[src/design/trb_pkg.sv]
// Shared types and constants for the timestamp reorder buffer.
// No dependencies; every other file imports this package.
`timescale 1ns / 1ps

package trb_pkg;

  localparam int DEPTH    = 8;
  localparam int CNT_W    = $clog2(DEPTH + 1);
  localparam int STAMP_W  = 63;
  localparam int HANDLE_W = 16;
  localparam int HOLD_W   = 4;
  localparam int STATUS_W = 3;
  localparam int COUNT_W  = 4;
  localparam int CMP_W    = (CNT_W > HOLD_W) ? CNT_W : HOLD_W;

  localparam logic REQ_PUT    = 1'b0;
  localparam logic REQ_REMOVE = 1'b1;

  localparam logic [STATUS_W-1:0] ST_DONE  = 3'd0;
  localparam logic [STATUS_W-1:0] ST_FULL  = 3'd1;
  localparam logic [STATUS_W-1:0] ST_STALE = 3'd2;
  localparam logic [STATUS_W-1:0] ST_DUP   = 3'd3;
  localparam logic [STATUS_W-1:0] ST_NONE  = 3'd4;

  // Controller to datapath commands
  typedef struct packed {
    logic capture;
    logic eval;
    logic commit;
    logic load_out;
  } cmd_t;

endpackage

[src/design/trb_if.sv]
// Channel interfaces for the reorder buffer: request, result and config write.
// Depends on trb_pkg.
`timescale 1ns / 1ps

interface trb_req_if;
  import trb_pkg::*;
  logic                valid;
  logic                ready;
  logic                req_type;
  logic [STAMP_W-1:0]  stamp;
  logic [HANDLE_W-1:0] frame_handle;
  modport source (output valid, req_type, stamp, frame_handle, input ready);
  modport sink   (input valid, req_type, stamp, frame_handle, output ready);
endinterface

interface trb_rsp_if;
  import trb_pkg::*;
  logic                valid;
  logic                ready;
  logic [STATUS_W-1:0] status;
  logic [COUNT_W-1:0]  entry_count;
  logic                head_valid;
  logic [STAMP_W-1:0]  head_stamp;
  logic [HANDLE_W-1:0] head_handle;
  modport source (output valid, status, entry_count, head_valid, head_stamp, head_handle,
                  input ready);
  modport sink   (input valid, status, entry_count, head_valid, head_stamp, head_handle,
                  output ready);
endinterface

interface trb_cfg_if;
  import trb_pkg::*;
  logic              valid;
  logic              ready;
  logic [HOLD_W-1:0] data;
  modport source (output valid, data, input ready);
  modport sink   (input valid, data, output ready);
endinterface

[src/design/trb_ctrl.sv]
// Request sequencer for the reorder buffer: accept, compare, commit, result.
// Depends on trb_pkg.
`timescale 1ns / 1ps

module trb_ctrl (
  input  logic          clk,
  input  logic          rst_n,
  input  logic          in_valid,
  output logic          in_ready,
  output logic          out_valid,
  input  logic          out_ready,
  output trb_pkg::cmd_t cmd
);
  import trb_pkg::*;

  typedef enum logic [1:0] {
    S_IDLE,
    S_CMP,
    S_UPD,
    S_RES
  } state_t;

  state_t state_r;
  logic   in_ready_r;
  logic   out_valid_r;
  logic   out_free;

  assign out_free = !out_valid_r || out_ready;

  always_comb begin
    cmd.capture  = in_ready_r && in_valid;
    cmd.eval     = (state_r == S_CMP);
    cmd.commit   = (state_r == S_UPD);
    cmd.load_out = (state_r == S_RES) && out_free;
  end

  always_ff @(posedge clk) begin
    if (!rst_n) begin
      state_r     <= S_IDLE;
      in_ready_r  <= 1'b1;
      out_valid_r <= 1'b0;
    end else begin
      if (cmd.load_out) begin
        out_valid_r <= 1'b1;
      end else if (out_ready) begin
        out_valid_r <= 1'b0;
      end
      unique case (state_r)
        S_IDLE: begin
          if (in_valid) begin
            state_r    <= S_CMP;
            in_ready_r <= 1'b0;
          end
        end
        S_CMP: state_r <= S_UPD;
        S_UPD: state_r <= S_RES;
        S_RES: begin
          // hold the result until the output register frees up
          if (out_free) begin
            state_r    <= S_IDLE;
            in_ready_r <= 1'b1;
          end
        end
        default: state_r <= S_IDLE;
      endcase
    end
  end

  assign in_ready  = in_ready_r;
  assign out_valid = out_valid_r;

endmodule

[src/design/trb_dpath.sv]
// Datapath of the reorder buffer: sorted slot registers, parallel compare,
// shift-insert and shift-remove, holdback register and result register.
// Depends on trb_pkg.
`timescale 1ns / 1ps

module trb_dpath (
  input  logic                         clk,
  input  logic                         rst_n,
  input  trb_pkg::cmd_t                cmd,
  input  logic                         req_type,
  input  logic [trb_pkg::STAMP_W-1:0]  stamp,
  input  logic [trb_pkg::HANDLE_W-1:0] frame_handle,
  input  logic                         cfg_we,
  input  logic [trb_pkg::HOLD_W-1:0]   cfg_data,
  output logic [trb_pkg::STATUS_W-1:0] status,
  output logic [trb_pkg::COUNT_W-1:0]  entry_count,
  output logic                         head_valid,
  output logic [trb_pkg::STAMP_W-1:0]  head_stamp,
  output logic [trb_pkg::HANDLE_W-1:0] head_handle
);
  import trb_pkg::*;

  logic                req_type_r;
  logic [STAMP_W-1:0]  stamp_r;
  logic [HANDLE_W-1:0] handle_r;
  logic [STAMP_W-1:0]  slot_stamp_r  [DEPTH];
  logic [HANDLE_W-1:0] slot_handle_r [DEPTH];
  logic [CNT_W-1:0]    count_r;
  logic [STAMP_W-1:0]  last_r;
  logic [HOLD_W-1:0]   hold_r;
  logic [CNT_W-1:0]    pos_r;
  logic [STATUS_W-1:0] status_r;

  logic [STATUS_W-1:0] status_o_r;
  logic [COUNT_W-1:0]  count_o_r;
  logic                head_valid_o_r;
  logic [STAMP_W-1:0]  head_stamp_o_r;
  logic [HANDLE_W-1:0] head_handle_o_r;

  logic [DEPTH-1:0]    lt_vec;
  logic [DEPTH-1:0]    eq_vec;
  logic [CNT_W-1:0]    pos_nxt;
  logic [STATUS_W-1:0] status_nxt;
  logic                full;
  logic                head_ok;

  // neighbor taps for the insert and remove shifts
  logic [STAMP_W-1:0]  up_stamp  [DEPTH];
  logic [HANDLE_W-1:0] up_handle [DEPTH];
  logic [STAMP_W-1:0]  dn_stamp  [DEPTH];
  logic [HANDLE_W-1:0] dn_handle [DEPTH];

  for (genvar g = 0; g < DEPTH; g++) begin : g_tap
    if (g == 0) begin : g_first
      assign up_stamp[g]  = stamp_r;
      assign up_handle[g] = handle_r;
    end else begin : g_mid
      assign up_stamp[g]  = slot_stamp_r[g-1];
      assign up_handle[g] = slot_handle_r[g-1];
    end
    if (g == DEPTH - 1) begin : g_last
      assign dn_stamp[g]  = slot_stamp_r[g];
      assign dn_handle[g] = slot_handle_r[g];
    end else begin : g_inner
      assign dn_stamp[g]  = slot_stamp_r[g+1];
      assign dn_handle[g] = slot_handle_r[g+1];
    end
  end

  assign full    = (count_r >= CNT_W'(DEPTH));
  assign head_ok = (CMP_W'(count_r) > CMP_W'(hold_r));

  always_comb begin
    for (int i = 0; i < DEPTH; i++) begin
      lt_vec[i] = (CNT_W'(i) < count_r) && (slot_stamp_r[i] < stamp_r);
      eq_vec[i] = (CNT_W'(i) < count_r) && (slot_stamp_r[i] == stamp_r);
    end
    // slots are sorted, so the smaller ones form a prefix
    pos_nxt = CNT_W'($countones(lt_vec));
    if (req_type_r == REQ_REMOVE) begin
      status_nxt = head_ok ? ST_DONE : ST_NONE;
    end else begin
      priority if (full) begin
        status_nxt = ST_FULL;
      end else if (stamp_r <= last_r) begin
        status_nxt = ST_STALE;
      end else if (|eq_vec) begin
        status_nxt = ST_DUP;
      end else begin
        status_nxt = ST_DONE;
      end
    end
  end

  always_ff @(posedge clk) begin
    if (cmd.capture) begin
      req_type_r <= req_type;
      stamp_r    <= stamp;
      handle_r   <= frame_handle;
    end
    if (cmd.eval) begin
      pos_r    <= pos_nxt;
      status_r <= status_nxt;
    end
    if (cmd.commit && status_r == ST_DONE) begin
      for (int i = 0; i < DEPTH; i++) begin
        if (req_type_r == REQ_PUT) begin
          if (CNT_W'(i) > pos_r) begin
            slot_stamp_r[i]  <= up_stamp[i];
            slot_handle_r[i] <= up_handle[i];
          end else if (CNT_W'(i) == pos_r) begin
            slot_stamp_r[i]  <= stamp_r;
            slot_handle_r[i] <= handle_r;
          end
        end else begin
          slot_stamp_r[i]  <= dn_stamp[i];
          slot_handle_r[i] <= dn_handle[i];
        end
      end
    end
    if (cmd.load_out) begin
      status_o_r      <= status_r;
      count_o_r       <= COUNT_W'(count_r);
      head_valid_o_r  <= head_ok;
      head_stamp_o_r  <= head_ok ? slot_stamp_r[0] : '0;
      head_handle_o_r <= head_ok ? slot_handle_r[0] : '0;
    end
  end

  always_ff @(posedge clk) begin
    if (!rst_n) begin
      count_r <= '0;
      last_r  <= '0;
      hold_r  <= '0;
    end else begin
      if (cfg_we) begin
        hold_r <= cfg_data;
      end
      if (cmd.commit && status_r == ST_DONE) begin
        if (req_type_r == REQ_PUT) begin
          count_r <= count_r + CNT_W'(1);
        end else begin
          count_r <= count_r - CNT_W'(1);
          last_r  <= slot_stamp_r[0];
        end
      end
    end
  end

  assign status      = status_o_r;
  assign entry_count = count_o_r;
  assign head_valid  = head_valid_o_r;
  assign head_stamp  = head_stamp_o_r;
  assign head_handle = head_handle_o_r;

endmodule

[src/design/timestamp_reorder_buffer_core.sv]
// Top level of the timestamp reorder buffer: sequencer plus datapath.
// Depends on trb_pkg, trb_if, trb_ctrl and trb_dpath.
//
//   channel  | dir | payload
//   ---------+-----+---------------------------------------------------------
//   in_req   | in  | req_type, stamp, frame_handle
//   out_rsp  | out | status, entry_count, head_valid, head_stamp, head_handle
//   cfg_wr   | in  | data (holdback_count), always ready
//
// Each request goes through these steps: the accepting edge captures it, then parallel
// compare against all slots, slot shift commit and result load; the result is
// registered, and the next request is accepted only after the result load.
// One request is in flight at a time; the result register lets a new request
// be accepted while the previous result still waits on out_rsp.ready.
// A stalled output holds the sequencer in its result step.
// Reset (rst_n low, synchronous) empties the buffer, clears the last removed
// timestamp and sets holdback_count to zero.
`timescale 1ns / 1ps

module timestamp_reorder_buffer_core (
  input  logic      clk,
  input  logic      rst_n,
  trb_req_if.sink   in_req,
  trb_rsp_if.source out_rsp,
  trb_cfg_if.sink   cfg_wr
);
  import trb_pkg::*;

  cmd_t cmd;

  assign cfg_wr.ready = 1'b1;

  trb_ctrl u_ctrl (
    .clk       (clk),
    .rst_n     (rst_n),
    .in_valid  (in_req.valid),
    .in_ready  (in_req.ready),
    .out_valid (out_rsp.valid),
    .out_ready (out_rsp.ready),
    .cmd       (cmd)
  );

  trb_dpath u_dpath (
    .clk          (clk),
    .rst_n        (rst_n),
    .cmd          (cmd),
    .req_type     (in_req.req_type),
    .stamp        (in_req.stamp),
    .frame_handle (in_req.frame_handle),
    .cfg_we       (cfg_wr.valid),
    .cfg_data     (cfg_wr.data),
    .status       (out_rsp.status),
    .entry_count  (out_rsp.entry_count),
    .head_valid   (out_rsp.head_valid),
    .head_stamp   (out_rsp.head_stamp),
    .head_handle  (out_rsp.head_handle)
  );

endmodule
[src/flat_wrapper.sv]
// flat-port wrapper written by rule: the top's interface ports become plain ports
module timestamp_reorder_buffer_core_flat import trb_pkg::*;
  (clk, rst_n, in_req_valid, in_req_req_type, in_req_stamp, in_req_frame_handle, in_req_ready, out_rsp_valid, out_rsp_status, out_rsp_entry_count, out_rsp_head_valid, out_rsp_head_stamp, out_rsp_head_handle, out_rsp_ready, cfg_wr_valid, cfg_wr_data, cfg_wr_ready);
  trb_req_if in_req_i ();
  trb_rsp_if out_rsp_i ();
  trb_cfg_if cfg_wr_i ();
  input  logic clk;
  input  logic rst_n;
  input wire logic [$bits(in_req_i.valid)-1:0] in_req_valid;
  input wire logic [$bits(in_req_i.req_type)-1:0] in_req_req_type;
  input wire logic [$bits(in_req_i.stamp)-1:0] in_req_stamp;
  input wire logic [$bits(in_req_i.frame_handle)-1:0] in_req_frame_handle;
  output wire logic [$bits(in_req_i.ready)-1:0] in_req_ready;
  output wire logic [$bits(out_rsp_i.valid)-1:0] out_rsp_valid;
  output wire logic [$bits(out_rsp_i.status)-1:0] out_rsp_status;
  output wire logic [$bits(out_rsp_i.entry_count)-1:0] out_rsp_entry_count;
  output wire logic [$bits(out_rsp_i.head_valid)-1:0] out_rsp_head_valid;
  output wire logic [$bits(out_rsp_i.head_stamp)-1:0] out_rsp_head_stamp;
  output wire logic [$bits(out_rsp_i.head_handle)-1:0] out_rsp_head_handle;
  input wire logic [$bits(out_rsp_i.ready)-1:0] out_rsp_ready;
  input wire logic [$bits(cfg_wr_i.valid)-1:0] cfg_wr_valid;
  input wire logic [$bits(cfg_wr_i.data)-1:0] cfg_wr_data;
  output wire logic [$bits(cfg_wr_i.ready)-1:0] cfg_wr_ready;
  assign in_req_i.valid = in_req_valid;
  assign in_req_i.req_type = in_req_req_type;
  assign in_req_i.stamp = in_req_stamp;
  assign in_req_i.frame_handle = in_req_frame_handle;
  assign in_req_ready = in_req_i.ready;
  assign out_rsp_valid = out_rsp_i.valid;
  assign out_rsp_status = out_rsp_i.status;
  assign out_rsp_entry_count = out_rsp_i.entry_count;
  assign out_rsp_head_valid = out_rsp_i.head_valid;
  assign out_rsp_head_stamp = out_rsp_i.head_stamp;
  assign out_rsp_head_handle = out_rsp_i.head_handle;
  assign out_rsp_i.ready = out_rsp_ready;
  assign cfg_wr_i.valid = cfg_wr_valid;
  assign cfg_wr_i.data = cfg_wr_data;
  assign cfg_wr_ready = cfg_wr_i.ready;
  timestamp_reorder_buffer_core u_core (.clk(clk), .rst_n(rst_n), .in_req(in_req_i), .out_rsp(out_rsp_i), .cfg_wr(cfg_wr_i));
endmodule
[config.mk]
export PLATFORM = sky130hd
export DESIGN_NAME = timestamp_reorder_buffer_core_flat
export DESIGN_NICKNAME = d
export VERILOG_FILES = /design/src/design/trb_pkg.sv /design/src/design/trb_if.sv /design/src/design/trb_ctrl.sv /design/src/design/trb_dpath.sv /design/src/design/timestamp_reorder_buffer_core.sv /design/src/flat_wrapper.sv
export SDC_FILE = /design/constraint.sdc
export NUM_CORES = 2
export LEC_CHECK = 0
export BUFFER_PORTS_ARGS = -buffer_cell sky130_fd_sc_hd__buf_4
export CAP_MARGIN = 20
export CORE_MARGIN = 3
export CORE_UTILIZATION = 40
export CTS_CLUSTER_DIAMETER = 60
export DETAILED_ROUTE_END_ITERATION = 8
export HOLD_SLACK_MARGIN = 0.03
export PLACE_DENSITY = 0.62
export SYNTH_ARGS = -nofsm -noshare
export SYNTH_HDL_FRONTEND = slang
export SYNTH_SLANG_ARGS = --single-unit
export TNS_END_PERCENT = 100
[constraint.sdc]
create_clock -name clk -period 13.45 [get_ports clk]
set_input_delay 2.0175 -clock clk [delete_from_list [all_inputs] [get_ports clk]]
set_output_delay 2.0175 -clock clk [all_outputs]
set_load 0.02 [all_outputs]
=== Word level (Yosys, flattened, before mapping) ===
Memories as Yosys holds them, arrays and structs flattened.
Cells that the tools add are included.

* Input port bits: 89
* Output and inout bits: 90
* Memory bits (writable): 632
* Register bits: 249
* Memories kept: 2
* Logic and storage cells: 257

{| class="wikitable"
|+ Memories
! name !! depth !! width !! read ports !! clocked after Yosys merged registers in !! wr ports !! line !! source
|-
| u_core.u_dpath.slot_stamp_r || 8 || 63 || 8 || 0 || 8 || trb_dpath.sv:26 || <nowiki>logic [STAMP_W-1:0] slot_stamp_r [DEPTH];</nowiki>
|-
| u_core.u_dpath.slot_handle_r || 8 || 16 || 8 || 0 || 8 || trb_dpath.sv:27 || <nowiki>logic [HANDLE_W-1:0] slot_handle_r [DEPTH];</nowiki>
|}

* Add/sub/neg operators: 9
* Mux-type cells: 121
* Order comparisons: 27
* Reduce and logical (&&, ||, !) cells: 30
* Bitwise gates (word level): 32
* Equal/unequal tests: 20

{| class="wikitable"
|+ Operator list
! kind !! count
|-
| $mux 63 || 16
|-
| $eq 63x63->1 || 8
|-
| $lt 63x63->1 || 8
|-
| $mux 16 || 16
|-
| $mux 1 || 79
|-
| $le 63x63->1 || 1
|-
| $or 1x1->1 || 32
|-
| $logic_and 1x1->1 || 19
|-
| $eq 3x4->1 const A || 4
|-
| $gt 3x4->1 const A || 4
|-
| $lt 3x4->1 const A || 4
|-
| $mux 2 || 5
|-
| $add 1x1->2 || 4
|-
| $eq 2x4->1 const A || 2
|-
| $gt 1x4->1 const A || 2
|-
| $gt 2x4->1 const A || 2
|-
| $lt 1x4->1 const A || 2
|-
| $lt 2x4->1 const A || 2
|-
| $pmux 2 s4 || 1
|-
| $reduce_or 8->1 || 1
|-
| $add 2x2->3 || 2
|-
| $mux 3 || 2
|-
| $add 3x3->4 || 1
|-
| $add 4x1->4 const B || 1
|-
| other kinds (17) || 21
|}

=== Logic depth before layout (Yosys ltp) ===
* Depth in word-level cells: 8
* Mapped depth: 17
* Depth with buffers taken out: 17

=== Cells and area by module ===
A second synthesis with hierarchy kept.

* Cells, all modules: 5067
* Area total of the unflattened synthesis: 51939.8 sq um

{| class="wikitable"
|+ Modules (own cells, without submodules)
! module !! instances !! area an instance (sq um) !! cells an instance !! sequential area each (sq um)
|-
| trb_dpath || 1 || 51659.5 || 5038 || 25624.6
|-
| trb_ctrl || 1 || 269.0 || 27 || 80.1
|-
| timestamp_reorder_buffer_core || 1 || 11.3 || 2 || 0.0
|}

=== Worst setup path before layout ===
No wires, ideal clock.

* Path type: reg2reg
* Start point: register u_core.u_dpath.stamp_r[36]
* End point: register u_core.u_dpath.pos_r[2] (data pin)
* Stages on the path, launching flop included: 18
* Path slack: 8560 ps
* Arrival time: 4632 ps
* Path buffers: 0
* Period minus slack after synthesis: 4890 ps
* Data required time: 13192 ps
* Setup time: 258 ps
* Cell sequence: edfxtp_1 inv_1 ha_1 a21o_1 a21o_1 a21oi_1 o21ai_0 a41oi_1 o41ai_1 or4_1 fa_1 fa_1 inv_1 fa_1 ha_1 inv_1 fa_1 xnor2_1

* Cells in the longest elaborated chain, start to end: 5
* Elaborated cells on any way between the ends: 23
* Classes of those cells: add/sub: 7; order compare: 8; reduce/logical: 8

{| class="wikitable"
|+ RTL lines
! what !! line !! source
|-
| from (decl) || trb_dpath.sv:24 || <nowiki>logic [STAMP_W-1:0] stamp_r;</nowiki>
|-
| from (signal assigned) || trb_dpath.sv:98 || <nowiki>stamp_r <= stamp;</nowiki>
|-
| $lt 63x63->1 || trb_dpath.sv:75 || <nowiki>lt_vec[i] = (CNT_W'(i) < count_r) && (slot_stamp_r[i] < stamp_r);</nowiki>
|-
| $logic_and 1x1->1 || trb_dpath.sv:75 ||
|-
| $add 1x1->2 (not written as such) || trb_dpath.sv:79 || <nowiki>pos_nxt = CNT_W'($countones(lt_vec));</nowiki>
|-
| $add 2x2->3 (not written as such) || trb_dpath.sv:79 ||
|-
| $add 3x3->4 (not written as such) (*) || trb_dpath.sv:79 ||
|-
| via u_core.u_dpath.pos_nxt[2] || trb_dpath.sv:42 || <nowiki>logic [CNT_W-1:0] pos_nxt;</nowiki>
|-
| to (signal assigned) || trb_dpath.sv:102 || <nowiki>pos_r <= pos_nxt;</nowiki>
|-
| to (decl) || trb_dpath.sv:31 || <nowiki>logic [CNT_W-1:0] pos_r;</nowiki>
|}

Mark *: on every way through the listed nets, which the timed path passes. The rest lies on a longest branch.
A chain may end at the register's enable or synchronous reset.

=== Worst setup path in the final report ===
* Start point: register u_core.u_dpath.stamp_r[58]
* End point: register u_core.u_dpath.pos_r[2] (data pin)

Same word-level chain as after synthesis.

==> run_summary.xml <==
<?xml version="1.0" encoding="UTF-8"?>
<metrics>
  <group name="timing">
    <metric name="setup_violations" unit="">0</metric>
    <metric name="setup-tns-final" unit="ns">0</metric>
    <metric name="fin_crit_sh" unit="%">43.4</metric>
    <metric name="timing_hold_violations_final" unit="">0</metric>
    <metric name="fmax" unit="MHz">171</metric>
    <metric name="timing.clock.skew" unit="ns">0.0294</metric>
    <metric name="drv_slew" unit="">0</metric>
    <metric name="holdWs" unit="ns">0.454</metric>
    <metric name="worst-slew-pin-transition" unit="ns">1.20</metric>
    <metric name="finalCriticalPeriod" unit="ns">5.83</metric>
    <metric name="slew_headroom" unit="%">19.8</metric>
    <metric name="rsz0062_at_grt" unit="">false</metric>
  </group>
  <group name="clock_network">
    <metric name="cts-hold-fix-buffers" unit="">0</metric>
    <metric name="cts_tree" unit="">yes</metric>
    <metric name="max_root_sink_buffers" unit="">3</metric>
    <metric name="cts_max_level" unit="">3</metric>
    <metric name="post-cts-setup-buffers" unit="">0</metric>
    <metric name="cts.reportedPaths.clkPinSlew" unit="ns">0.07</metric>
    <metric name="clock_insertion_delay_worst_skew" unit="ns">0.75</metric>
    <metric name="cts_root_buf" unit="">sky130_fd_sc_hd__clkbuf_16</metric>
    <metric name="post_cts_resized" unit="">0</metric>
    <metric name="cts_made_buffers" unit="">109</metric>
    <metric name="cts.sink_count" unit="">881</metric>
  </group>
  <group name="setup_path">
    <metric name="cp_max_fo" unit="">13</metric>
    <metric name="worst_setup_path_start_kind" unit="">flop</metric>
    <metric name="reg2reg_depth" unit="">15</metric>
    <metric name="rrSetupSlack" unit="ns">7.62</metric>
    <metric name="r2r_end" unit="">u_core.u_dpath.pos_r[2]$_DFFE_PN_</metric>
    <metric name="cp.arrival" unit="ns">6.34</metric>
    <metric name="worst-endpoint-required" unit="ns">13.95</metric>
    <metric name="path_class" unit="">flop to flop</metric>
    <metric name="end_kind" unit="">flop</metric>
    <metric name="critical_path.reg2reg.startpoint" unit="">u_core.u_dpath.stamp_r[58]$_DFFE_PP_</metric>
  </group>
  <group name="final_layout">
    <metric name="final_nets" unit="">5781</metric>
    <metric name="layoutNonFillerInstCount" unit="">6932</metric>
    <metric name="areaGrowthSynthToFinish" unit="%">13.0</metric>
    <metric name="final_cell_area" unit="mm2">0.0584</metric>
    <metric name="fraction_of_final_layout_cells_with_drive_strength_greater_than_1" unit="%">8.61</metric>
  </group>
  <group name="placed_design">
    <metric name="io_buffers" unit="">177</metric>
    <metric name="post_dp_cell_area" unit="mm2">0.0545</metric>
    <metric name="placed_cells" unit="">6722</metric>
    <metric name="place_congestion" unit="">0.924</metric>
    <metric name="post-dp-hpwl" unit="um">112000</metric>
  </group>
  <group name="floorplanning">
    <metric name="std_cell_rows" unit="">131</metric>
    <metric name="chipHeight" unit="um">366</metric>
    <metric name="die-width" unit="um">366</metric>
    <metric name="ios" unit="">179</metric>
    <metric name="design.die.area" unit="mm2">0.134</metric>
    <metric name="fp.coreArea" unit="mm2">0.128</metric>
    <metric name="floorplan.initialDensity" unit="%">40.4</metric>
  </group>
  <group name="global_route">
    <metric name="grt_start_max_net_pins" unit="">267</metric>
    <metric name="grt_overflow_total" unit="">0</metric>
    <metric name="grt_use_total" unit="%">25.1</metric>
    <metric name="antenna_found_initial" unit="">6</metric>
    <metric name="global_route_wire_length_before_repair" unit="um">252000</metric>
    <metric name="number_of_global_route_vias_before_repair" unit="">38300</metric>
  </group>
  <group name="synthesis">
    <metric name="yosysSeqAreaShare" unit="%">49.7</metric>
    <metric name="synth.avg_cell_area" unit="um2">10.3</metric>
    <metric name="number_of_synthesized_flops_with_an_enable_pin" unit="">806</metric>
    <metric name="postSynth.topFlopCell" unit="">sky130_fd_sc_hd__edfxtp_1</metric>
    <metric name="async_reset_ff_share" unit="%">0</metric>
    <metric name="yosys_register_bits" unit="">881</metric>
    <metric name="syn-num-nets" unit="">5712</metric>
    <metric name="syn_inst" unit="">5037</metric>
    <metric name="netlist-cell-type-count" unit="">70</metric>
    <metric name="yosys_warnings" unit="">0</metric>
    <metric name="post_synth_instance_area" unit="mm2">0.0517</metric>
  </group>
  <group name="pwr">
    <metric name="netSwitchingFraction" unit="%">29.2</metric>
    <metric name="power.internal" unit="mW">5.57</metric>
    <metric name="seq_power_share" unit="%">42.9</metric>
    <metric name="pwr_density_cell" unit="mW/mm2">135</metric>
    <metric name="pwr-share-comb" unit="%">16.4</metric>
    <metric name="switchingPower" unit="mW">2.30</metric>
    <metric name="pwr-share-clk" unit="%">40.7</metric>
    <metric name="power.leakage" unit="nW">22.3</metric>
    <metric name="irDropWorstVdd" unit="mV">0.106</metric>
  </group>
  <group name="worst_hold_path">
    <metric name="min_from" unit="">u_core.u_dpath.last_r[57]$_SDFFE_PN0P_</metric>
    <metric name="whs_endpoint" unit="">u_core.u_dpath.last_r[57]$_SDFFE_PN0P_</metric>
    <metric name="holdCritPathClass" unit="">flop to flop</metric>
    <metric name="hold-path-cell-count" unit="">2</metric>
  </group>
  <group name="route">
    <metric name="drc" unit="">0</metric>
    <metric name="antenna_left" unit="">0</metric>
    <metric name="detail_route.wl_per_cell" unit="um">24.7</metric>
    <metric name="drt_pre_antenna_iters" unit="">7</metric>
    <metric name="detailed_router_s_first_iteration_violation_count" unit="">4681</metric>
    <metric name="routed_wirelength" unit="um">171000</metric>
    <metric name="route.detailed.vias_per_inst" unit="">5.82</metric>
    <metric name="route.vias.total" unit="">40300</metric>
  </group>
  <group name="outcome">
    <metric name="status" unit="">completed</metric>
  </group>
  <group name="run">
    <metric name="max_cap_violations" unit="">0</metric>
  </group>
</metrics>
[logic make-up after synthesis]
| family | share of synthesized area, % |
|---|---|
| AND/OR/NAND/NOR | 12.8 |
| other | 0.00725 |
| adder cells (fa/ha/maj) | 14.2 |
| buffers and inverters | 3.53 |
| flip-flops | 49.7 |
| XOR/XNOR | 0.0847 |
| multiplexers | 4.45 |
| AO/OA/AOI/OAI | 15.2 |
[worst max-delay path by stage]
stage                                                     from                                end  cells past startpoint
after floorplan           u_core.u_dpath.stamp_r[36]$_DFFE_PP_  u_core.u_dpath.pos_r[2]$_DFFE_PN_                     17
after global placement    u_core.u_dpath.stamp_r[58]$_DFFE_PP_  u_core.u_dpath.pos_r[1]$_DFFE_PN_                     15
after detailed placement  u_core.u_dpath.stamp_r[32]$_DFFE_PP_  u_core.u_dpath.pos_r[2]$_DFFE_PN_                     17
after CTS                 u_core.u_dpath.stamp_r[32]$_DFFE_PP_  u_core.u_dpath.pos_r[2]$_DFFE_PN_                     17
after global routing      u_core.u_dpath.stamp_r[56]$_DFFE_PP_  u_core.u_dpath.pos_r[2]$_DFFE_PN_                     15
final                     u_core.u_dpath.stamp_r[58]$_DFFE_PP_  u_core.u_dpath.pos_r[2]$_DFFE_PN_                     15
[power groups by stage]
stage	registers [mW]	logic, mW	clock network [mW]
6_report	3.37	1.29	3.21
5_1_grt	3.39	1.43	3.35
3_3_place_gp	3.42	1.25	0
2_1_floorplan	3.39	0.788	0
4_1_cts	3.37	1.28	3.25
3_5_place_dp	3.42	1.27	0
[metal layers]
metal / GRT usage (%) / wire length, um
met3: 4.77 / 15800
met1: 35.4 / 73500
met4: 8.05 / 5870
met5: 0 / 13
met2: 39.0 / 75800
[layout by cell type, fill, tap and decap left out, types with 14 or more instances in the layout]
cell type                     n
sky130_fd_sc_hd__bufinv_16   18
sky130_fd_sc_hd__a22oi_1     79
sky130_fd_sc_hd__nor4_1      20
sky130_fd_sc_hd__o21ai_0    469
sky130_fd_sc_hd__nand3_1     24
sky130_fd_sc_hd__a21o_1     178
sky130_fd_sc_hd__o21ai_1    123
sky130_fd_sc_hd__nand2_1    911
sky130_fd_sc_hd__nor3_1      22
sky130_fd_sc_hd__clkbuf_16  109
sky130_fd_sc_hd__a21oi_1    417
sky130_fd_sc_hd__ha_1       582
sky130_fd_sc_hd__edfxtp_1   806
sky130_fd_sc_hd__mux2i_1    211
sky130_fd_sc_hd__clkbuf_1    20
sky130_fd_sc_hd__nor2b_1     23
sky130_fd_sc_hd__inv_1      167
sky130_fd_sc_hd__and2_1      81
sky130_fd_sc_hd__dfxtp_1     75
sky130_fd_sc_hd__nand4_1    126
sky130_fd_sc_hd__o21a_1      14
sky130_fd_sc_hd__o211ai_1    19
sky130_fd_sc_hd__buf_4      215
sky130_fd_sc_hd__a211oi_1    15
sky130_fd_sc_hd__mux2_2      17
sky130_fd_sc_hd__nor2_1     259
[stage by stage]
stage	utilization, %	total power [mW]	setup WS, ns
final	45.7	7.87	7.62
after global routing	45.6	8.17	7.54
after CTS	45.6	7.90	7.81
after detailed placement	42.6	4.69	7.84
after global placement	42.6	4.67	7.88
after floorplan	-	4.18	8.56
[flip-flops by register name (all words and copies together), names as in the netlist]
register and count:
u_core.u_dpath.head_valid 1, u_core.u_dpath.hold_r 4, u_core.u_dpath.slot_handle_r 128, u_core.u_dpath.head_stamp 63, u_core.u_dpath.head_handle 16, u_core.u_dpath.status_r 3
u_core.u_dpath.stamp_r 63, u_core.u_ctrl.in_ready 1, u_core.u_dpath.last_r 63, u_core.u_dpath.entry_count 4, u_core.u_dpath.pos_r 4, u_core.u_dpath.slot_stamp_r 504
u_core.u_ctrl.state_r 2, u_core.u_dpath.req_type_r 1, u_core.u_dpath.count_r 4, u_core.u_ctrl.out_valid 1, u_core.u_dpath.status 3, u_core.u_dpath.handle_r 16
[worst max-delay path, cell delays in order, from the launching register on]
cell	delay (ns)
sky130_fd_sc_hd__edfxtp_1	0.46
sky130_fd_sc_hd__inv_1	0.41
sky130_fd_sc_hd__ha_1	0.25
sky130_fd_sc_hd__nand4_1	0.23
sky130_fd_sc_hd__nor3_1	0.70
sky130_fd_sc_hd__nand4_1	0.39
sky130_fd_sc_hd__o41ai_1	0.56
sky130_fd_sc_hd__or4_1	0.21
sky130_fd_sc_hd__fa_1	0.43
sky130_fd_sc_hd__fa_1	0.55
sky130_fd_sc_hd__inv_1	0.06
sky130_fd_sc_hd__fa_1	0.55
sky130_fd_sc_hd__ha_1	0.17
sky130_fd_sc_hd__inv_1	0.06
sky130_fd_sc_hd__fa_1	0.43
sky130_fd_sc_hd__xnor2_1	0.14
[cell type report]
type	instances	area, um2
well taps	1729	2160
inverters	170	642
clock buffers	139	2940
multi-input cells	3721	24300
clock inverters	67	940
flip-flops and latches	881	25700
diodes	2	5.00
repair buffers	223	1720
fillers	11900	69600
[cells in the mapped netlist, types with 6 or more instances]
cell | n | area [um2]
sky130_fd_sc_hd__and2_1 | 83 | 519
sky130_fd_sc_hd__and4_1 | 9 | 78.8
sky130_fd_sc_hd__o21ai_1 | 124 | 621
sky130_fd_sc_hd__mux2i_1 | 211 | 2110
sky130_fd_sc_hd__buf_2 | 102 | 510
sky130_fd_sc_hd__nor4_1 | 20 | 125
sky130_fd_sc_hd__nor3_1 | 23 | 115
sky130_fd_sc_hd__nand4_1 | 126 | 788
sky130_fd_sc_hd__o21ai_0 | 469 | 2350
sky130_fd_sc_hd__a21oi_1 | 417 | 2090
sky130_fd_sc_hd__a21o_1 | 178 | 1340
sky130_fd_sc_hd__buf_4 | 13 | 97.6
sky130_fd_sc_hd__mux2_2 | 17 | 191
sky130_fd_sc_hd__a221oi_1 | 8 | 70.1
sky130_fd_sc_hd__or4_1 | 7 | 52.6
sky130_fd_sc_hd__ha_1 | 582 | 7280
sky130_fd_sc_hd__nor2_1 | 259 | 972
sky130_fd_sc_hd__edfxtp_1 | 806 | 24200
sky130_fd_sc_hd__o21a_1 | 17 | 128
sky130_fd_sc_hd__a211oi_1 | 15 | 113
sky130_fd_sc_hd__nand3_1 | 25 | 125
sky130_fd_sc_hd__a211o_1 | 6 | 52.6
sky130_fd_sc_hd__inv_1 | 170 | 638
sky130_fd_sc_hd__o211ai_1 | 19 | 143
sky130_fd_sc_hd__dfxtp_1 | 75 | 1500
sky130_fd_sc_hd__nor2b_1 | 23 | 144
sky130_fd_sc_hd__o31ai_1 | 8 | 60.1
sky130_fd_sc_hd__or2_2 | 6 | 37.5
sky130_fd_sc_hd__nand2_1 | 915 | 3430
sky130_fd_sc_hd__clkbuf_1 | 147 | 552
sky130_fd_sc_hd__a22oi_1 | 79 | 593
(Power assumes the default switching activity.)
